[src/hw/rtl/psmrl_pkg.sv]
// Package for the per-source message rate limiter.
// Holds the shared types, codes and reset values; depends on nothing.
`default_nettype none

package psmrl_pkg;

  // Default number of tracked sources.
  localparam int TABLE_DEPTH_DEFAULT = 32;

  // Field widths.
  localparam int NODE_W   = 32;
  localparam int TIME_W   = 32;
  localparam int KIND_W   = 2;
  localparam int REASON_W = 2;

  // Configuration port widths.
  localparam int CFG_IDX_W  = 3;
  localparam int CFG_DATA_W = 32;

  // Register indexes on the configuration port.
  localparam logic [CFG_IDX_W-1:0] REG_OWN_NODE     = 3'd0;
  localparam logic [CFG_IDX_W-1:0] REG_BRIDGE_NODE  = 3'd1;
  localparam logic [CFG_IDX_W-1:0] REG_POS_ENABLE   = 3'd2;
  localparam logic [CFG_IDX_W-1:0] REG_TEL_ENABLE   = 3'd3;
  localparam logic [CFG_IDX_W-1:0] REG_POS_MIN_GAP  = 3'd4;
  localparam logic [CFG_IDX_W-1:0] REG_TEL_MIN_GAP  = 3'd5;

  // Message kinds.
  localparam logic [KIND_W-1:0] KIND_TEXT      = 2'd0;
  localparam logic [KIND_W-1:0] KIND_POSITION  = 2'd1;
  localparam logic [KIND_W-1:0] KIND_TELEMETRY = 2'd2;

  // Drop reasons.
  localparam logic [REASON_W-1:0] REASON_FORWARD  = 2'd0;
  localparam logic [REASON_W-1:0] REASON_ECHO     = 2'd1;
  localparam logic [REASON_W-1:0] REASON_DISABLED = 2'd2;
  localparam logic [REASON_W-1:0] REASON_LIMITED  = 2'd3;

  // Reset value of both minimum gaps.
  localparam logic [TIME_W-1:0] MIN_GAP_RESET = 32'd60000;

  // Register file contents.
  typedef struct packed {
    logic [NODE_W-1:0] own_node_id;
    logic [NODE_W-1:0] bridge_node_id;
    logic              position_enable;
    logic              telemetry_enable;
    logic [TIME_W-1:0] position_min_gap_ms;
    logic [TIME_W-1:0] telemetry_min_gap_ms;
  } cfg_t;

  // One node table entry as stored in the memory.
  typedef struct packed {
    logic [NODE_W-1:0] node;
    logic [TIME_W-1:0] last_position;
    logic [TIME_W-1:0] last_telemetry;
  } entry_t;

  localparam int ENTRY_W = $bits(entry_t);

  // One decision.
  typedef struct packed {
    logic                forward;
    logic [REASON_W-1:0] drop_reason;
    logic                untracked;
  } res_t;

endpackage

`default_nettype wire

[src/hw/rtl/psmrl_in_if.sv]
// Input channel of the rate limiter: one parsed message per beat.
// Depends on psmrl_pkg for the field widths.
`default_nettype none

interface psmrl_in_if;
  logic                              valid;
  logic                              ready;
  logic [psmrl_pkg::NODE_W-1:0]      source_node;
  logic [psmrl_pkg::KIND_W-1:0]      message_kind;
  logic [psmrl_pkg::TIME_W-1:0]      now_ms;

  modport source (output valid, source_node, message_kind, now_ms, input ready);
  modport sink   (input valid, source_node, message_kind, now_ms, output ready);
endinterface

`default_nettype wire

[src/hw/rtl/psmrl_out_if.sv]
// Result channel of the rate limiter: one decision per beat.
// Depends on psmrl_pkg for the field widths.
`default_nettype none

interface psmrl_out_if;
  logic                              valid;
  logic                              ready;
  logic                              forward;
  logic [psmrl_pkg::REASON_W-1:0]    drop_reason;
  logic                              untracked;

  modport source (output valid, forward, drop_reason, untracked, input ready);
  modport sink   (input valid, forward, drop_reason, untracked, output ready);
endinterface

`default_nettype wire

[src/hw/rtl/psmrl_ram.sv]
// Generic single-write, single-read synchronous RAM with registered read data.
// Stand-alone; no package needed.
`default_nettype none

module psmrl_ram #(
  parameter int WIDTH = 8,
  parameter int DEPTH = 32
) (
  input  wire logic                                   clk,
  input  wire logic                                   we,
  input  wire logic [(DEPTH > 1 ? $clog2(DEPTH) : 1)-1:0] waddr,
  input  wire logic [WIDTH-1:0]                       wdata,
  input  wire logic                                   re,
  input  wire logic [(DEPTH > 1 ? $clog2(DEPTH) : 1)-1:0] raddr,
  output logic      [WIDTH-1:0]                       rdata
);

  logic [WIDTH-1:0] mem [DEPTH];

  // Write port.
  always_ff @(posedge clk) begin
    if (we) begin
      mem[waddr] <= wdata;
    end
  end

  // Read port with registered read data.
  always_ff @(posedge clk) begin
    if (re) begin
      rdata <= mem[raddr];
    end
  end

endmodule

`default_nettype wire

[src/hw/rtl/psmrl_cfg.sv]
// Configuration registers of the rate limiter, written through a plain write port.
// Depends on psmrl_pkg for the register indexes and the cfg_t type.
`default_nettype none

module psmrl_cfg (
  input  wire logic                                clk,
  input  wire logic                                rst_n,
  input  wire logic                                cfg_we,
  input  wire logic [psmrl_pkg::CFG_IDX_W-1:0]     cfg_index,
  input  wire logic [psmrl_pkg::CFG_DATA_W-1:0]    cfg_wdata,
  output psmrl_pkg::cfg_t                          cfg
);

  psmrl_pkg::cfg_t cfg_r;
  psmrl_pkg::cfg_t cfg_nxt;

  // Decode the register index; unknown indexes are ignored.
  always_comb begin
    cfg_nxt = cfg_r;
    if (cfg_we) begin
      unique case (cfg_index)
        psmrl_pkg::REG_OWN_NODE:    cfg_nxt.own_node_id          = cfg_wdata;
        psmrl_pkg::REG_BRIDGE_NODE: cfg_nxt.bridge_node_id       = cfg_wdata;
        psmrl_pkg::REG_POS_ENABLE:  cfg_nxt.position_enable      = cfg_wdata[0];
        psmrl_pkg::REG_TEL_ENABLE:  cfg_nxt.telemetry_enable     = cfg_wdata[0];
        psmrl_pkg::REG_POS_MIN_GAP: cfg_nxt.position_min_gap_ms  = cfg_wdata;
        psmrl_pkg::REG_TEL_MIN_GAP: cfg_nxt.telemetry_min_gap_ms = cfg_wdata;
        default:                    cfg_nxt = cfg_r;
      endcase
    end
  end

  always_ff @(posedge clk) begin
    if (!rst_n) begin
      cfg_r.own_node_id          <= '0;
      cfg_r.bridge_node_id       <= '0;
      cfg_r.position_enable      <= 1'b1;
      cfg_r.telemetry_enable     <= 1'b1;
      cfg_r.position_min_gap_ms  <= psmrl_pkg::MIN_GAP_RESET;
      cfg_r.telemetry_min_gap_ms <= psmrl_pkg::MIN_GAP_RESET;
    end else begin
      cfg_r <= cfg_nxt;
    end
  end

  assign cfg = cfg_r;

endmodule

`default_nettype wire

[src/hw/rtl/psmrl_engine.sv]
// Decision engine: echo and kind checks, node table search, time check and write-back.
// Depends on psmrl_pkg and psmrl_in_if; the node table lives in an external psmrl_ram.
`default_nettype none

module psmrl_engine #(
  parameter int TABLE_DEPTH = psmrl_pkg::TABLE_DEPTH_DEFAULT
) (
  input  wire logic                                    clk,
  input  wire logic                                    rst_n,
  input  wire psmrl_pkg::cfg_t                         cfg,
  psmrl_in_if.sink                                     in_ch,
  // Finished decision towards the output register.
  output logic                                         res_valid,
  output psmrl_pkg::res_t                              res,
  input  wire logic                                    res_take,
  // Node table memory.
  output logic                                         ram_we,
  output logic [(TABLE_DEPTH > 1 ? $clog2(TABLE_DEPTH) : 1)-1:0] ram_waddr,
  output logic [psmrl_pkg::ENTRY_W-1:0]                ram_wdata,
  output logic                                         ram_re,
  output logic [(TABLE_DEPTH > 1 ? $clog2(TABLE_DEPTH) : 1)-1:0] ram_raddr,
  input  wire logic [psmrl_pkg::ENTRY_W-1:0]           ram_rdata
);

  localparam int AW    = (TABLE_DEPTH > 1) ? $clog2(TABLE_DEPTH) : 1;
  localparam int CNT_W = $clog2(TABLE_DEPTH + 1);

  typedef enum logic [2:0] {
    S_IDLE,
    S_SEARCH,
    S_UPDATE,
    S_ADD,
    S_RESULT
  } state_t;

  state_t                           state_r, state_nxt;
  logic [CNT_W-1:0]                 used_r, used_nxt;
  logic [CNT_W-1:0]                 scan_r, scan_nxt;
  logic                             cmp_valid_r, cmp_valid_nxt;
  logic [AW-1:0]                    cmp_idx_r, cmp_idx_nxt;
  logic [AW-1:0]                    hit_idx_r, hit_idx_nxt;
  psmrl_pkg::entry_t                entry_r, entry_nxt;
  logic [psmrl_pkg::NODE_W-1:0]     src_r, src_nxt;
  logic                             is_pos_r, is_pos_nxt;
  logic [psmrl_pkg::TIME_W-1:0]     now_r, now_nxt;
  psmrl_pkg::res_t                  res_r, res_nxt;

  psmrl_pkg::entry_t                rd_entry;
  psmrl_pkg::entry_t                wr_entry;
  logic                             in_is_pos;
  logic                             in_is_tbl;
  logic                             in_enabled;
  logic                             issue;
  logic                             match;
  logic [psmrl_pkg::TIME_W-1:0]     slot;
  logic [psmrl_pkg::TIME_W-1:0]     gap;
  logic [psmrl_pkg::TIME_W-1:0]     elapsed;

  assign rd_entry = psmrl_pkg::entry_t'(ram_rdata);

  // Classification of the beat on the input channel.
  assign in_is_pos  = (in_ch.message_kind == psmrl_pkg::KIND_POSITION);
  assign in_is_tbl  = in_is_pos || (in_ch.message_kind == psmrl_pkg::KIND_TELEMETRY);
  assign in_enabled = in_is_pos ? cfg.position_enable : cfg.telemetry_enable;

  // Search pipeline: one read issued per cycle, compared in the next cycle.
  assign issue = (state_r == S_SEARCH) && (scan_r < used_r);
  assign match = cmp_valid_r && (rd_entry.node == src_r);

  // Time check on the entry that was found.
  assign slot    = is_pos_r ? entry_r.last_position : entry_r.last_telemetry;
  assign gap     = is_pos_r ? cfg.position_min_gap_ms : cfg.telemetry_min_gap_ms;
  assign elapsed = now_r - slot;

  assign in_ch.ready = (state_r == S_IDLE);
  assign res_valid   = (state_r == S_RESULT);
  assign res         = res_r;

  assign ram_re    = issue;
  assign ram_raddr = scan_r[AW-1:0];

  // Next-state logic of the sequencer.
  always_comb begin
    state_nxt     = state_r;
    used_nxt      = used_r;
    scan_nxt      = scan_r;
    cmp_valid_nxt = 1'b0;
    cmp_idx_nxt   = cmp_idx_r;
    hit_idx_nxt   = hit_idx_r;
    entry_nxt     = entry_r;
    src_nxt       = src_r;
    is_pos_nxt    = is_pos_r;
    now_nxt       = now_r;
    res_nxt       = res_r;
    ram_we        = 1'b0;
    ram_waddr     = hit_idx_r;
    wr_entry      = entry_r;

    unique case (state_r)
      S_IDLE: begin
        if (in_ch.valid) begin
          src_nxt           = in_ch.source_node;
          is_pos_nxt        = in_is_pos;
          now_nxt           = in_ch.now_ms;
          scan_nxt          = '0;
          res_nxt.forward   = 1'b0;
          res_nxt.untracked = 1'b0;
          state_nxt         = S_RESULT;
          priority if ((cfg.own_node_id != '0) && (in_ch.source_node == cfg.own_node_id)) begin
            res_nxt.drop_reason = psmrl_pkg::REASON_ECHO;
          end else if ((cfg.bridge_node_id != '0) &&
                       (in_ch.source_node == cfg.bridge_node_id)) begin
            res_nxt.drop_reason = psmrl_pkg::REASON_ECHO;
          end else if (!in_is_tbl) begin
            res_nxt.forward     = 1'b1;
            res_nxt.drop_reason = psmrl_pkg::REASON_FORWARD;
          end else if (!in_enabled) begin
            res_nxt.drop_reason = psmrl_pkg::REASON_DISABLED;
          end else begin
            state_nxt = S_SEARCH;
          end
        end
      end

      S_SEARCH: begin
        if (issue) begin
          scan_nxt      = scan_r + CNT_W'(1);
          cmp_valid_nxt = 1'b1;
          cmp_idx_nxt   = scan_r[AW-1:0];
        end
        if (match) begin
          entry_nxt     = rd_entry;
          hit_idx_nxt   = cmp_idx_r;
          cmp_valid_nxt = 1'b0;
          state_nxt     = S_UPDATE;
        end else if (!issue) begin
          if (used_r < CNT_W'(TABLE_DEPTH)) begin
            state_nxt = S_ADD;
          end else begin
            // Unknown source and no room: passed on without a limit.
            res_nxt.forward     = 1'b1;
            res_nxt.drop_reason = psmrl_pkg::REASON_FORWARD;
            res_nxt.untracked   = 1'b1;
            state_nxt           = S_RESULT;
          end
        end
      end

      S_UPDATE: begin
        // A stored time of zero means the kind was never forwarded.
        if ((slot != '0) && (elapsed < gap)) begin
          res_nxt.forward     = 1'b0;
          res_nxt.drop_reason = psmrl_pkg::REASON_LIMITED;
        end else begin
          res_nxt.forward     = 1'b1;
          res_nxt.drop_reason = psmrl_pkg::REASON_FORWARD;
          ram_we              = 1'b1;
          ram_waddr           = hit_idx_r;
          if (is_pos_r) begin
            wr_entry.last_position = now_r;
          end else begin
            wr_entry.last_telemetry = now_r;
          end
        end
        state_nxt = S_RESULT;
      end

      S_ADD: begin
        // A fresh entry always forwards, so its time is stored at once.
        ram_we                  = 1'b1;
        ram_waddr               = used_r[AW-1:0];
        wr_entry.node           = src_r;
        wr_entry.last_position  = is_pos_r ? now_r : '0;
        wr_entry.last_telemetry = is_pos_r ? '0 : now_r;
        used_nxt                = used_r + CNT_W'(1);
        res_nxt.forward         = 1'b1;
        res_nxt.drop_reason     = psmrl_pkg::REASON_FORWARD;
        state_nxt               = S_RESULT;
      end

      S_RESULT: begin
        if (res_take) begin
          state_nxt = S_IDLE;
        end
      end

      default: begin
        state_nxt = S_IDLE;
      end
    endcase
  end

  assign ram_wdata = wr_entry;

  // State and registered outputs.
  always_ff @(posedge clk) begin
    if (!rst_n) begin
      state_r     <= S_IDLE;
      used_r      <= '0;
      cmp_valid_r <= 1'b0;
    end else begin
      state_r     <= state_nxt;
      used_r      <= used_nxt;
      cmp_valid_r <= cmp_valid_nxt;
    end
    scan_r    <= scan_nxt;
    cmp_idx_r <= cmp_idx_nxt;
    hit_idx_r <= hit_idx_nxt;
    entry_r   <= entry_nxt;
    src_r     <= src_nxt;
    is_pos_r  <= is_pos_nxt;
    now_r     <= now_nxt;
    res_r     <= res_nxt;
  end

endmodule

`default_nettype wire

[src/hw/rtl/per_source_message_rate_limiter.sv]
// Per-source message rate limiter. One message is handled at a time. Echo, text and
// disabled-kind messages are decided at acceptance and go straight to the result state;
// position and telemetry messages scan the node table held in one single-port-read
// RAM at one entry per cycle, stopping at a match or after the last entry in use. The
// next message can be accepted as soon as the result has moved to the output register,
// so the scan through that RAM read port sets the rate unless the output stalls. A new
// message is taken while the previous result still waits in the output register. No
// clearing pass is needed after reset.
// Top level; depends on psmrl_pkg, psmrl_in_if, psmrl_out_if, psmrl_cfg,
// psmrl_ram and psmrl_engine.
`default_nettype none

module per_source_message_rate_limiter #(
  parameter int TABLE_DEPTH = psmrl_pkg::TABLE_DEPTH_DEFAULT
) (
  input  wire logic                              clk,
  input  wire logic                              rst_n,
  psmrl_in_if.sink                               in_ch,
  psmrl_out_if.source                            out_ch,
  input  wire logic                              cfg_we,
  input  wire logic [psmrl_pkg::CFG_IDX_W-1:0]   cfg_index,
  input  wire logic [psmrl_pkg::CFG_DATA_W-1:0]  cfg_wdata
);

  localparam int AW = (TABLE_DEPTH > 1) ? $clog2(TABLE_DEPTH) : 1;

  psmrl_pkg::cfg_t                  cfg;
  logic                             res_valid;
  psmrl_pkg::res_t                  res;
  logic                             res_take;
  logic                             ram_we;
  logic [AW-1:0]                    ram_waddr;
  logic [psmrl_pkg::ENTRY_W-1:0]    ram_wdata;
  logic                             ram_re;
  logic [AW-1:0]                    ram_raddr;
  logic [psmrl_pkg::ENTRY_W-1:0]    ram_rdata;

  logic                             out_valid_r, out_valid_nxt;
  psmrl_pkg::res_t                  out_res_r, out_res_nxt;

  // Configuration registers.
  psmrl_cfg u_cfg (
    .clk       (clk),
    .rst_n     (rst_n),
    .cfg_we    (cfg_we),
    .cfg_index (cfg_index),
    .cfg_wdata (cfg_wdata),
    .cfg       (cfg)
  );

  // Node table.
  psmrl_ram #(
    .WIDTH (psmrl_pkg::ENTRY_W),
    .DEPTH (TABLE_DEPTH)
  ) u_table (
    .clk   (clk),
    .we    (ram_we),
    .waddr (ram_waddr),
    .wdata (ram_wdata),
    .re    (ram_re),
    .raddr (ram_raddr),
    .rdata (ram_rdata)
  );

  // Decision sequencer.
  psmrl_engine #(
    .TABLE_DEPTH (TABLE_DEPTH)
  ) u_engine (
    .clk       (clk),
    .rst_n     (rst_n),
    .cfg       (cfg),
    .in_ch     (in_ch),
    .res_valid (res_valid),
    .res       (res),
    .res_take  (res_take),
    .ram_we    (ram_we),
    .ram_waddr (ram_waddr),
    .ram_wdata (ram_wdata),
    .ram_re    (ram_re),
    .ram_raddr (ram_raddr),
    .ram_rdata (ram_rdata)
  );

  // Output register: loads a decision whenever it is empty or being emptied.
  assign res_take = !out_valid_r || out_ch.ready;

  always_comb begin
    out_valid_nxt = out_valid_r;
    out_res_nxt   = out_res_r;
    if (res_take) begin
      out_valid_nxt = res_valid;
      if (res_valid) begin
        out_res_nxt = res;
      end
    end
  end

  always_ff @(posedge clk) begin
    if (!rst_n) begin
      out_valid_r <= 1'b0;
    end else begin
      out_valid_r <= out_valid_nxt;
    end
    out_res_r <= out_res_nxt;
  end

  assign out_ch.valid       = out_valid_r;
  assign out_ch.forward     = out_res_r.forward;
  assign out_ch.drop_reason = out_res_r.drop_reason;
  assign out_ch.untracked   = out_res_r.untracked;

endmodule

`default_nettype wire
[src/flat_wrapper.sv]
// flat-port wrapper written by rule: the top's interface ports become plain ports
module per_source_message_rate_limiter_flat 
#(
  parameter int TABLE_DEPTH = psmrl_pkg::TABLE_DEPTH_DEFAULT
)
  (clk, rst_n, cfg_we, cfg_index, cfg_wdata, in_ch_valid, in_ch_source_node, in_ch_message_kind, in_ch_now_ms, in_ch_ready, out_ch_valid, out_ch_forward, out_ch_drop_reason, out_ch_untracked, out_ch_ready);
  psmrl_in_if in_ch_i ();
  psmrl_out_if out_ch_i ();
  input  wire logic clk;
  input  wire logic rst_n;
  input  wire logic cfg_we;
  input  wire logic [psmrl_pkg::CFG_IDX_W-1:0] cfg_index;
  input  wire logic [psmrl_pkg::CFG_DATA_W-1:0] cfg_wdata;
  input wire logic [$bits(in_ch_i.valid)-1:0] in_ch_valid;
  input wire logic [$bits(in_ch_i.source_node)-1:0] in_ch_source_node;
  input wire logic [$bits(in_ch_i.message_kind)-1:0] in_ch_message_kind;
  input wire logic [$bits(in_ch_i.now_ms)-1:0] in_ch_now_ms;
  output wire logic [$bits(in_ch_i.ready)-1:0] in_ch_ready;
  output wire logic [$bits(out_ch_i.valid)-1:0] out_ch_valid;
  output wire logic [$bits(out_ch_i.forward)-1:0] out_ch_forward;
  output wire logic [$bits(out_ch_i.drop_reason)-1:0] out_ch_drop_reason;
  output wire logic [$bits(out_ch_i.untracked)-1:0] out_ch_untracked;
  input wire logic [$bits(out_ch_i.ready)-1:0] out_ch_ready;
  assign in_ch_i.valid = in_ch_valid;
  assign in_ch_i.source_node = in_ch_source_node;
  assign in_ch_i.message_kind = in_ch_message_kind;
  assign in_ch_i.now_ms = in_ch_now_ms;
  assign in_ch_ready = in_ch_i.ready;
  assign out_ch_valid = out_ch_i.valid;
  assign out_ch_forward = out_ch_i.forward;
  assign out_ch_drop_reason = out_ch_i.drop_reason;
  assign out_ch_untracked = out_ch_i.untracked;
  assign out_ch_i.ready = out_ch_ready;
  per_source_message_rate_limiter #(.TABLE_DEPTH(TABLE_DEPTH)) u_core (.clk(clk), .rst_n(rst_n), .in_ch(in_ch_i), .out_ch(out_ch_i), .cfg_we(cfg_we), .cfg_index(cfg_index), .cfg_wdata(cfg_wdata));
endmodule
[config.mk]
export PLATFORM = sky130hd
export DESIGN_NAME = per_source_message_rate_limiter_flat
export DESIGN_NICKNAME = d
export VERILOG_FILES = /design/src/hw/rtl/psmrl_pkg.sv /design/src/hw/rtl/psmrl_in_if.sv /design/src/hw/rtl/psmrl_out_if.sv /design/src/hw/rtl/psmrl_ram.sv /design/src/hw/rtl/psmrl_cfg.sv /design/src/hw/rtl/psmrl_engine.sv /design/src/hw/rtl/per_source_message_rate_limiter.sv /design/src/flat_wrapper.sv
export SDC_FILE = /design/constraint.sdc
export NUM_CORES = 2
export LEC_CHECK = 0
export BUFFER_PORTS_ARGS = -buffer_cell sky130_fd_sc_hd__buf_4
export CELL_PAD_IN_SITES_DETAIL_PLACEMENT = 0
export CELL_PAD_IN_SITES_GLOBAL_PLACEMENT = 1
export CORE_ASPECT_RATIO = 0.7
export CORE_MARGIN = 5
export CORE_UTILIZATION = 60
export DETAILED_ROUTE_END_ITERATION = 6
export PLACE_DENSITY_LB_ADDON = 0.15
export REMOVE_ABC_BUFFERS = 1
export SYNTH_ARGS = -nofsm -noshare
export SYNTH_HDL_FRONTEND = slang
export SYNTH_SLANG_ARGS = --single-unit
[constraint.sdc]
create_clock -name clk -period 22.9 [get_ports clk]
set_input_delay 1.145 -clock clk [delete_from_list [all_inputs] [get_ports clk]]
set_output_delay 1.145 -clock clk [all_outputs]
set_load 0.01 [all_outputs]
# Word level (Yosys, flattened, before mapping)
# Memories as Yosys holds them, arrays and structs flattened. A register that Yosys moved wholly into a read port is not among the register bits.
# Cells that the tools add are included.
# word_totals
reg_bits	326
mem_bits_rw	3072
inputBits	106
output_inout_bits	6
word_cells	131
memories	1
# classes
add_sub_neg	3
n_lt_le_gt_ge	3
n_eq_ne	22
n_mux	43
n_bitwise	2
reduce_logical	32
# memory_table
memory	words	word_bits	rd	rd_clocked_by_memory_dff	write_ports	line_no	text
u_core.u_table.mem	32	96	1	1	1	psmrl_ram.sv:18	logic [WIDTH-1:0] mem [DEPTH];
# op_table
op	n
2-to-1 mux 32 bit	7
one-hot mux 64 bit (2 select lines)	1
equality test 32 bit	3
nonzero test 32 bit	3
2-to-1 mux 64 bit	1
less-than comparator 32 bit	1
subtractor 32 bit	1
2-to-1 mux 3 bit	10
one-hot mux 3 bit (4 select lines)	2
AND reduction 2 bit	10
2-to-1 mux 4 bit	4
adder 6 x 1 -> 6 bit, second input constant	2
equality test 3 x 2 -> 1 bit, second input constant	4
2-to-1 mux 6 bit	2
one-hot mux 6 bit (2 select lines)	1
!= test 2 bit, second input constant	5
AND reduction 5 bit	2
equality test 3 bit, second input constant	3
2-to-1 mux 1 bit	8
2-to-1 mux 2 bit	4
equality test 3 x 1 -> 1 bit, second input constant	2
zero test 3 bit	2
less-than comparator 6 bit	1
less-than comparator 6 bit, second input constant	1
other kinds (17)	25

# Longest topological paths before layout
# logic_depth
depth_word	8
mapped_depth	23
mapped_depth_nobuf	19

# Modules after synthesis
# From an unflattened synthesis, not the netlist that was laid out.
# unflattened
hier_cells	7095
area_unflattened_um2	136116.8
# modules_own_cells
module	n_inst	cells_each	area_each_um2	seq_area_each_um2
psmrl_ram	1	5604	119453.3	95131.2
psmrl_engine	1	1012	11563.6	5635.4
psmrl_cfg	1	470	4922.2	2602.5
per_source_message_rate_limiter	1	9	177.7	140.1

# Worst setup path before layout
# OpenSTA, ideal clock, no wires.
# synth_path
path_kind	reg-to-reg
start	register u_core.u_engine.is_pos_r
end	memory u_core.u_table.mem[19][0] (netlist bit), enable pin
setup_ps	693
arrival_time_ps	11981
slack_ps	10226
stages_incl_launch_ff	19
path_buffers	3
period_less_slack_ps	12674
cell_sequence	edfxtp_1 -> buf_2 -> clkbuf_1 -> clkbuf_1 -> mux2i_1 -> ha_1 -> a21o_1 -> a21o_1 -> a2111oi_1 -> o31ai_1 -> a211oi_1 -> mux2i_1 -> o2111ai_1 -> ha_1 -> nand4_1 -> or4_1 -> a21oi_4 -> o311ai_2 -> a211oi_1
# synth_between
elab_chain_len	8
word_cells_on_any_way	10
cone_classes	add/sub: 1; order compare: 1; mux: 6; reduce/logical: 2
# synth_lines
element	line_no	text
from (decl)	psmrl_engine.sv:44	logic is_pos_r, is_pos_nxt;
from (signal assigned)	psmrl_engine.sv:211	is_pos_r <= is_pos_nxt;
2-to-1 mux 32 bit	psmrl_engine.sv:71	assign slot = is_pos_r ? entry_r.last_position : entry_r.last_telemetry;
subtractor 32 bit	psmrl_engine.sv:73	assign elapsed = now_r - slot;
less-than comparator 32 bit	psmrl_engine.sv:151	if ((slot != '0) && (elapsed < gap)) begin
logical AND 1 bit *	psmrl_engine.sv:151	
2-to-1 mux 1 bit *	psmrl_engine.sv:151	
one-hot mux 1 bit (2 select lines) *	psmrl_engine.sv:99	unique case (state_r)
2-to-1 mux 1 bit *	psmrl_ram.sv:22	if (we) begin
2-to-1 mux 1 bit (implied by the code) *	psmrl_ram.sv:23	mem[waddr] <= wdata;
to (decl)	psmrl_ram.sv:18	
# Every way passes the cells marked *; elsewhere a longest branch is shown, timed or not.

# Worst setup path in the final report
# layout_path
start	register u_core.u_engine.is_pos_r
end	memory u_core.u_table.mem[3][18] (netlist bit), enable pin
# The elaborated chain is that of the path after synthesis.

==> impl_results.md <==
* PD cells at 92.7 mW/mm^2
* Post_cts resized at 0
* Area grow syn2layout at 11.5%
* Hold Vio Cnt, Final at 0
* Max-Cap Viols at 0
* Cell-internal power at 10.8 mW
* XOR/XNOR Fraction of Synth Area at 0.00804
* Final Power at 14.2 mW
* Number of enable flip-flop cells after synthesis at 3353
* Root buffer cell: clkbuf_16
* Nets at 7321
* Period Utilization, post-route at 0.412
* Slew headroom at 0.0780
* Net Switching at 3.35 mW
* Wire per inst at ~35 microns
* Worst-skew pair later-pin latency at 0.88 ns
* Fin crit period at about 9.4 ns
* Slew Viols, Final at 0
* Vias in the first global route at approximately 70000
* Layout cells sized above 1 at 0.215
* Largest net degree at the start of global routing at 127
* Setup repair bufs after CTS at 0
* Synth Area in Compound Gates at 0.0404
* IO Port Bufs at ~110
* Arr. time, crit path at 9.89 ns
* Worst clock skew at 0.0507 ns
* Ys Warns at 0
* Finished Layout Cells at 10400
* Gpl congestion at 0.893
* Die H at 410 microns
* Gr ovfl total at 0
* Vias per cell at 6.83
* CP endpoint kind: flip-flop
* Antenna viol nets, final at 0
* Clock sinks at roughly 3500
* CP required at 23.36 ns
* Final setup violation count at 0
* CP Class: flip-flop to flip-flop
* Core ar. at 0.227 sq mm
* Static leakage at between 40 and 50 nW
* H-tree depth at 5
* Post-synthesis mux area share at 0.151
* Avg Synthesized Cell Area at 19.8 sq um
* Ports at 112
* Synthesized area at 0.137 sq mm
* Drt pass-1 iters at 7
* TritonCTS Buffers at 322
* Simple-gate share of the synthesized area at 0.0262
* Drt initial violations at 10400
* Post-DP HPWL at 194 mm
* Failing checks: design-rule violations
* Largest family of logic cells by synthesized area: multiplexers
* Area taken by flip-flops and latches at 0.104 sq mm
* Element type at the critical path start: flip-flop
* Synth Area in Adders at 0.00662
* Max FO, Critical Path at 51
* Post-Syn Instances at a little under 7000
* Number of fill cells in the layout at ~14000
* Die width at 582 microns
* Sequential group share of total power at 0.497
* Clock power frac at 0.381
* Clock transition at path regs at 0.06 ns
* Switching share of power at 0.236
* Top FF cell, synth: edfxtp_1
* Status: complete, but fails checks
* WL final at 366 mm
* Rows at 146
* Hold buffers post-CTS at 0
* Global-route wire length before repair at 521 mm
* Dpl cells at between 9000 and 10000
* Worst Tran Pin Value at 1.38 ns
* Ys async rst share at 0
* CTS tree: yes
* Post-synthesis sequential area ratio at 0.754
* Die area at 0.239 sq mm
* GRT Total Usage at 0.306
* Most common cell after layout, fill and taps aside: edfxtp_1
* Most frequent cells in the layout: 3353 x edfxtp_1, 679 x mux4_2, 489 x nand2_1
* Total vias in the final route at 71200
* Gate power share at 0.121
* Worst vdd ir at 78.4 uV
* Max Root-Sink Buffers at 4
* Initial core utilization at 0.605
* FF+latch count, synth at 3494
* Multi-input logic area at 0.0327 sq mm
* Residual DRC at 1
* Worst min-delay path category: flip-flop to flip-flop
* Unique masters post-synth at 67
* Fmax at 106 MHz
* Initial antenna violation count at 11
* RSZ-0062 raised after global routing: no
-- metrics by stage --
| step | util | setup slack [ns] | instance area (sq um) | setup TNS, ns | hold slack, ns |
|---|---|---|---|---|---|
| 6_report | 0.674 | 13.48 | 153000 | 0 | 0.418 |
| 5_1_grt | 0.674 | 13.16 | 153000 | 0 | 0.424 |
| 4_1_cts | 0.674 | 13.55 | 153000 | 0 | 0.420 |
| 3_5_place_dp | 0.628 | 13.56 | 142000 | 0 | 0.405 |
| 3_3_place_gp | 0.628 | 13.64 | 142000 | 0 | 0.401 |
| 2_1_floorplan | - | -14.55 | 136000 | -2670.43 | 0.400 |
-- worst paths after layout --
check	startpoint	endpoint	slack [ns]	depth (start not counted)
worst max register to register	u_core.u_engine.is_pos_r	u_core.u_table.mem[3][18]	13.48	20
worst max-delay path	u_core.u_engine.is_pos_r	u_core.u_table.mem[3][18]	13.48	20
worst min register to register	u_core.u_table.rdata[16]	u_core.u_engine.entry_r[16]	0.42	0
worst min-delay path	u_core.u_table.rdata[16]	u_core.u_engine.entry_r[16]	0.42	0
-- kinds of logic (layout without fill, tap and decap cells) --
logic type                 after synthesis  count (layout)
adders and majority gates               72              72
AOI/OAI and AO/OA                      813             813
other                                    0               3
muxes                                 1202            1202
buffers and inverters                  414             881
xor gates and xnor gates               126             126
DFF                                   3494            3494
and+or+nand+nor                        806             806
-- synthesized netlist by cell type, types with 4 or more instances --
master / number / area share
nand4_1: 20 / 0.00091
nand2_1: 491 / 0.013
o311ai_1: 7 / 0.00045
a21oi_1: 176 / 0.0064
and2_1: 10 / 0.00046
a21boi_1: 56 / 0.0031
dfxtp_1: 141 / 0.021
o2bb2ai_1: 65 / 0.0041
xnor2_1: 20 / 0.0013
ha_1: 71 / 0.0065
o211ai_1: 9 / 0.00049
o21a_1: 5 / 0.00027
a211oi_1: 21 / 0.0011
nand3_1: 99 / 0.0036
o311ai_2: 4 / 0.00047
o221ai_1: 144 / 0.0092
nor2_1: 39 / 0.0011
o31ai_1: 12 / 0.00066
or3_1: 10 / 0.00046
nor4_1: 56 / 0.0026
edfxtp_1: 3353 / 0.73
o21ai_0: 75 / 0.0027
o22ai_1: 48 / 0.0022
mux2_1: 82 / 0.0067
nor2b_1: 28 / 0.0013
inv_1: 34 / 0.00093
o21ai_1: 82 / 0.0030
xor2_1: 106 / 0.0068
buf_4: 35 / 0.0019
mux2_2: 82 / 0.0067
mux4_2: 679 / 0.11
buf_1: 30 / 0.00082
mux2i_1: 359 / 0.026
nor3_1: 20 / 0.00073
nand2b_1: 11 / 0.00050
a21boi_0: 64 / 0.0035
clkbuf_1: 220 / 0.0060
and3_1: 6 / 0.00027
buf_2: 91 / 0.0033
a21o_1: 22 / 0.0012
-- routing by layer --
layer	vias to the layer above	track usage	wire (microns)
li1	28900	-	-
met1	37500	0.480	152000
met2	4203	0.449	164000
met3	583	0.0573	38700
met4	2	0.0853	11400
met5	-	0	13
-- area by class of cell --
type	instances	area share
multi-input cells	3019	0.214
inverters	35	0.000891
well taps	3034	0.0248
repair buffers	271	0.0150
clock inverters	174	0.0125
diodes	3	0.0000491
flip-flops and latches	3494	0.677
clock buffers	401	0.0561
-- power groups by stage --
stage	registers [mW]	logic (mW)	clock network, mW
final	7.06	1.72	5.41
after global routing	7.05	1.84	5.75
after CTS	7.06	1.73	5.47
after detailed placement	7.19	1.72	0
after global placement	7.19	1.71	0
after floorplan	7.41	2.22	0
-- sequential cells by signal, indices dropped and copies added, names as in the netlist, 2 cells and up --
signal / count
u_core.u_table.rdata: 96
u_core.u_engine.res: 4
u_core.u_engine.state_r: 3
u_core.u_engine.used_r: 6
u_core.u_engine.cmp_idx_r: 5
u_core.u_engine.entry_r: 96
u_core.u_engine.hit_idx_r: 5
u_core.u_table.mem: 3072
u_core.u_cfg.cfg: 130
u_core.u_engine.now_r: 32
u_core.u_engine.scan_r: 6
u_core.u_engine.src_r: 32
u_core.out_ch.drop_reason: 2
-- critical path, stage by stage, from the launching register on --
cell	delay, ns
edfxtp_1	0.32
buf_4	0.70
buf_4	0.78
mux2i_1	0.29
ha_1	0.35
a21o_1	0.22
a21o_1	0.21
a2111oi_1	0.55
o31ai_1	0.20
a211oi_1	0.53
mux2i_1	0.25
o2111ai_1	0.13
ha_1	0.32
nand4_1	0.17
or4_1	0.62
a21oi_4	0.33
o311ai_4	0.12
buf_4	0.30
a21oi_4	0.67
buf_4	0.79
buf_4	0.94
(Power assumes the default switching activity.)
